--- src/rtl/core/tli_pkg.sv ---
package tli_pkg;

  typedef struct packed {
    logic [7:0] symbol;
    logic       first;
  } in_item_t;

  typedef struct packed {
    logic signed [23:0] from_x;
    logic signed [23:0] from_y;
    logic signed [23:0] to_x;
    logic signed [23:0] to_y;
    logic               overflow;
  } out_item_t;

  typedef struct packed {
    logic signed [23:0] start_x;
    logic signed [23:0] start_y;
    logic [23:0]        start_length;
    logic [15:0]        turn_angle;
  } cfg_t;

  typedef enum logic [3:0] {
    OP_NOP, OP_DRAW, OP_PLUS, OP_MINUS, OP_SQRT, OP_SQUARE, OP_HALF, OP_PUSH, OP_POP
  } op_t;

  typedef struct packed {
    op_t  op;
    logic first;
  } cmd_t;

  localparam logic [7:0] SYM_F      = 8'h46;
  localparam logic [7:0] SYM_G      = 8'h47;
  localparam logic [7:0] SYM_PLUS   = 8'h2B;
  localparam logic [7:0] SYM_MINUS  = 8'h2D;
  localparam logic [7:0] SYM_SQRT   = 8'h53;
  localparam logic [7:0] SYM_SQUARE = 8'h70;
  localparam logic [7:0] SYM_HALF   = 8'h73;
  localparam logic [7:0] SYM_PUSH   = 8'h5B;
  localparam logic [7:0] SYM_POP    = 8'h5D;

  localparam logic [7:0] CFG_START_X   = 8'd0;
  localparam logic [7:0] CFG_START_Y   = 8'd1;
  localparam logic [7:0] CFG_START_LEN = 8'd2;
  localparam logic [7:0] CFG_TURN      = 8'd3;

  localparam logic signed [23:0] RST_START_X   = 24'sd115200;
  localparam logic signed [23:0] RST_START_Y   = 24'sd115200;
  localparam logic [23:0]        RST_START_LEN = 24'd286720;
  localparam logic [15:0]        RST_TURN      = 16'd10923;
  localparam logic [15:0]        HEADING_UP    = 16'd16384;

  localparam logic [29:0] CORDIC_GAIN   = 30'd652032874;
  localparam logic [31:0] INV_SQRT2_Q32 = 32'd3037000500;
  localparam logic [23:0] LEN_MAX       = 24'hFFFFFF;

  function automatic logic [29:0] atan_lut(input logic [4:0] i);
    logic [29:0] r;
    unique case (i)
      5'd0: r = 30'd536870912;  5'd1: r = 30'd316933406;  5'd2: r = 30'd167458907;
      5'd3: r = 30'd85004756;   5'd4: r = 30'd42667331;   5'd5: r = 30'd21354465;
      5'd6: r = 30'd10679838;   5'd7: r = 30'd5340245;    5'd8: r = 30'd2670163;
      5'd9: r = 30'd1335087;    5'd10: r = 30'd667544;    5'd11: r = 30'd333772;
      5'd12: r = 30'd166886;    5'd13: r = 30'd83443;     5'd14: r = 30'd41722;
      5'd15: r = 30'd20861;     5'd16: r = 30'd10430;     5'd17: r = 30'd5215;
      5'd18: r = 30'd2608;      5'd19: r = 30'd1304;      5'd20: r = 30'd652;
      5'd21: r = 30'd326;       5'd22: r = 30'd163;       5'd23: r = 30'd81;
      default: r = 30'd0;
    endcase
    return r;
  endfunction

endpackage

--- src/rtl/core/tli_front.sv ---
module tli_front (
  input  logic              clk,
  input  logic              rst_n,
  input  logic              push,
  input  tli_pkg::in_item_t item,
  output logic              full,
  output logic              q_valid,
  output tli_pkg::cmd_t     q_cmd,
  input  logic              q_take
);
  import tli_pkg::*;

  cmd_t       slot_r [2];
  logic [1:0] cnt_r, cnt_nxt;
  cmd_t       cls;
  logic       acc;

  // classify the symbol before it is queued
  always_comb begin
    cls.first = item.first;
    unique case (item.symbol)
      SYM_F, SYM_G: cls.op = OP_DRAW;
      SYM_PLUS:     cls.op = OP_PLUS;
      SYM_MINUS:    cls.op = OP_MINUS;
      SYM_SQRT:     cls.op = OP_SQRT;
      SYM_SQUARE:   cls.op = OP_SQUARE;
      SYM_HALF:     cls.op = OP_HALF;
      SYM_PUSH:     cls.op = OP_PUSH;
      SYM_POP:      cls.op = OP_POP;
      default:      cls.op = OP_NOP;
    endcase
  end

  assign full    = cnt_r == 2'd2;
  assign acc     = push && !full;
  assign q_valid = cnt_r != 2'd0;
  assign q_cmd   = slot_r[0];

  always_comb begin
    cnt_nxt = cnt_r + 2'(acc) - 2'(q_take);
  end

  always_ff @(posedge clk) begin
    if (!rst_n) begin
      cnt_r <= 2'd0;
    end else begin
      cnt_r <= cnt_nxt;
    end
    if (q_take) begin
      slot_r[0] <= slot_r[1];
      if (acc && cnt_r == 2'd1) slot_r[0] <= cls;
      if (acc && cnt_r == 2'd2) slot_r[1] <= cls;
    end else if (acc) begin
      if (cnt_r == 2'd0) slot_r[0] <= cls;
      else slot_r[1] <= cls;
    end
  end
endmodule

--- config.mk ---
export PLATFORM = sky130hd
export DESIGN_NAME = tli_front
export DESIGN_NICKNAME = d
export VERILOG_FILES = /design/src/rtl/core/tli_pkg.sv /design/src/rtl/core/tli_front.sv
export SDC_FILE = /design/constraint.sdc
export NUM_CORES = 1
export LEC_CHECK = 0
export BUFFER_PORTS_ARGS = -buffer_cell sky130_fd_sc_hd__buf_2
export CAP_MARGIN = 20
export CORE_MARGIN = 4
export CORE_UTILIZATION = 54
export CTS_CLUSTER_DIAMETER = 100
export DETAILED_ROUTE_END_ITERATION = 8
export GPL_ROUTABILITY_DRIVEN = 0
export GPL_TIMING_DRIVEN = 0
export HOLD_SLACK_MARGIN = 0.02
export PLACE_DENSITY = 0.84
export SLEW_MARGIN = 20
export SYNTH_ARGS = -nofsm -noshare
export SYNTH_HDL_FRONTEND = slang
export SYNTH_SLANG_ARGS = --single-unit
--- constraint.sdc ---
create_clock -name clk -period 3.3 [get_ports clk]
set_clock_uncertainty 0.15 [all_clocks]
set_input_delay 0 -clock clk [delete_from_list [all_inputs] [get_ports clk]]
set_output_delay 0 -clock clk [all_outputs]
set_load 0.01 [all_outputs]
==> impl_metrics.yaml <==
clock_network:
  postCtsSetupBuffers: 0
  cts_tree: "done"
  htree_levels: 1
  cts_sinks: 12
  cts_buffer_depth: 2
  clockRootBuffer: "clkbuf_4"
  clock_latency_ns: 0.26
  clkTransAtPathRegs_ns: 0.07
  numCtsBuffers: 3
  post_cts_resized: 0
place:
  port_buffers: 19
  hpwl_mm: 1.218
  place_worst_setup_slack_ns: 1.300
timing:
  setup_ws_ns: 1.266
  fmax_mhz: 491.6
  relSlewSlack_pct: 63.72
  rsz0062_at_grt: "no"
  finalCritPeriodShare_pct: 61.64
  worstMarginPinSlew_ns: 0.5441
  timing.final.crit_period_ns: 2.034
  setup_violations: 0
  hold_slack_ns: 0.05772
  final_hold_viol_count: 0
  final.setup.tns_ns: 0
  slew_violations: 0
global_route:
  grt_max_degree: 8
  grt_pass1_vias: 570
  grtUsageTotal_pct: 17.33
  antenna_found_initial: 0
  grt_pass1_wl_mm: 2.546
  grt_overflow: 0
min_path:
  hold_start: "item[5]"
  worst_hold_path.endpoint: "slot_r[0][3]"
  hold_class: "input pin to flip-flop"
  min_path_cells: 3
logic_synthesis:
  syn_inst: 66
  synth_seq_cells: 12
  netlist_area_sq_um: 765.7
  synth_flop_cell: "edfxtp_1"
  synth_fp_nets: 82
  yosys_warnings: 0
  ys_seq_area_share_pct: 44.44
  synth_edf_count: 10
  synth_top_area_share_pct: 39.22
  synth_area_leaders: "edfxtp_1 39%, dfxtp_1 5.2%, buf_4 4.9%"
  async_flop_share_pct: 0
  avgSynthCellArea_sq_um: 11.60
  synth.distinct_cells: 32
  yosys.area.top_type: "edfxtp_1"
die:
  start_util_pct: 58.12
  dieHeight_microns: 45.66
  rows: 13
  die_x_microns: 45.66
  pin_count: 20
  coreArea_sq_mm: 0.001318
  die_area_sq_mm: 0.002084
drt:
  vias_per_cell: 5.596
  via_count: 610
  wl_per_cell_microns: 14.19
  drt_iter0_markers: 14
  antenna_left: 0
  drc: 0
  dr.pass1.iters: 4
  routed_wirelength_mm: 1.547
setup_path:
  worstSetupEndpointType: "flip-flop"
  cp.buffers_inverters: 0
  r2r_start: "cnt_r[1]"
  cpPeakStageDelay_ns: 0.44
  critPathRequiredTime_ns: 3.05
  path_max_fanout: 7
  crit_top_cell: "nor2b_1"
  crit_chain: "nor2b_1, nor2b_1, ha_1, nand3_1, o22ai_1"
  critical_path_class: "flip-flop to flip-flop"
  cp-start-kind: "flip-flop"
  timing.rr.end: "slot_r[0][2]"
  path_depth: 5
  cp_slowest_cell: "o22ai_1"
  reg2reg_setup_slack_ns: 1.27
  ff2ff_path_depth: 5
  cpLargestDelayFamily: "simple AND/OR/NAND/NOR gates"
  critPathArrivalTime_ns: 1.78
cells_and_area:
  diodes: 0
  final_nets: 111
  drive_gt1_share_pct: 35.11
  area_delta_synth_final_pct: 24.84
power:
  power.leakage_nw: 0.4140
  vdd_drop_max_uv: 313.6
  p_per_area_mw_per_mm2: 458.3
status:
  outcome: "finished clean"
run:
  maxCapViolations: 0
[power breakdown]
part | internal (mW) | switching [mW] | total [mW]
clock network | 0.0466 | 0.0452 | 0.0918
registers | 0.185 | 0.0132 | 0.198
logic | 0.0759 | 0.0720 | 0.148
total | 0.308 | 0.130 | 0.438
[synth_stat cells (2+ instances only)]
| cell type | instances |
|---|---|
| and4b_1 | 2 |
| inv_1 | 4 |
| nor2b_1 | 2 |
| edfxtp_1 | 10 |
| or3b_1 | 2 |
| nor2_1 | 3 |
| a41oi_2 | 2 |
| nand2_1 | 2 |
| buf_4 | 5 |
| ha_1 | 3 |
| nor3_1 | 3 |
| dfxtp_1 | 2 |
| and2_1 | 3 |
| mux2_1 | 2 |
| xnor2_1 | 2 |
| nand3_1 | 3 |
[what timing repair did]
action                                 in CTS  in global routing
endpoints found under the hold margin       6                  1
setup endpoints to repair                   0                  0
hold buffers                                3                  2
[cells by family (layout without fill, tap and decap cells)]
logic type | count (synthesis) | count (layout) | synth area share (%)
flip-flops | 12 | 12 | 44.44
adder cells (fa/ha/maj) | 3 | 3 | 4.902
buffers and inverters | 9 | 37 | 6.863
multiplexers | 2 | 2 | 2.941
AO/OA/AOI/OAI | 7 | 7 | 8.661
AND/OR/NAND/NOR | 31 | 31 | 29.90
XOR/XNOR | 2 | 2 | 2.288
[how the worst max path moves through the flow]
stage | start | slack, ns | to
floorplan | cnt_r[1] | 1.37 | slot_r[0][4]
global placement | cnt_r[1] | 1.37 | slot_r[0][4]
detailed placement | cnt_r[1] | 1.30 | slot_r[0][4]
CTS | cnt_r[1] | 1.29 | slot_r[0][3]
global route | cnt_r[0] | 1.10 | slot_r[0][2]
finish | cnt_r[1] | 1.27 | slot_r[0][2]
[sequential cells by signal, indices dropped and copies added, names as in the netlist]
| register | cells |
|---|---|
| slot_r | 10 |
| cnt_r | 2 |
[per-layer routing]
layer	part of all wire [%]	global-route usage [%]	routed length, microns	vias to the layer above
met2	52	31.75	807	28
li1	-	-	-	309
met5	0	0	0	-
met1	41	19.75	627	271
met4	1.2	5.263	19	0
met3	6.0	3.557	93	2
[worst reg2reg max path, cell delays in order (launching register included)]
cell and delay [ns]:
dfxtp_1 0.34, nor2b_1 0.15, nor2b_1 0.17, ha_1 0.30, nand3_1 0.13, o22ai_1 0.44
[layout make-up]
type	instances	area (sq um)
sequential	12	340.3
buffer	5	37.54
timing repair buffer	24	145.1
clock buffer	4	26.28
fill	95	361.6
tap	15	18.77
inverter	4	15.01
multi-input combinational	45	372.9
[through the flow]
stage          std cells  utilization [%]  cell area (sq um)  power [mW]
6_report             109            72.55              955.9      0.4381
5_1_grt              109            72.55              955.9      0.4690
4_1_cts              107            71.04              935.9      0.4349
3_5_place_dp         100            66.76              879.6      0.3438
3_3_place_gp         100            66.76              879.6      0.3355
2_1_floorplan         66                -              765.7      0.2941
[placed cells by master (no fill, tap or decap)]
master / Yosys / final
edfxtp_1: 10 / 10
xnor2_1: 2 / 2
nor3_1: 3 / 3
mux2_1: 2 / 2
or4b_1: 1 / 1
or2_2: 1 / 1
buf_2: 0 / 19
nand2_1: 2 / 2
nor2b_1: 2 / 2
and4b_1: 2 / 2
or2_1: 1 / 1
nand4_1: 1 / 1
nor4b_2: 1 / 1
nor3b_1: 1 / 1
ha_1: 3 / 3
clkbuf_4: 0 / 3
and2_1: 3 / 3
dfxtp_1: 2 / 2
nand3b_1: 1 / 1
nand3_1: 3 / 3
buf_4: 5 / 5
nand3b_4: 1 / 1
dlygate4sd3_1: 0 / 5
or3b_1: 2 / 2
a31oi_1: 1 / 1
o41ai_1: 1 / 1
o22ai_1: 1 / 1
a22oi_1: 1 / 1
inv_1: 4 / 4
o21ai_1: 1 / 1
and4b_2: 1 / 1
clkbuf_1: 0 / 1
and4bb_1: 1 / 1
nor4b_1: 1 / 1
a41oi_2: 2 / 2
nor2_1: 3 / 3
(Power assumes the default switching activity.)
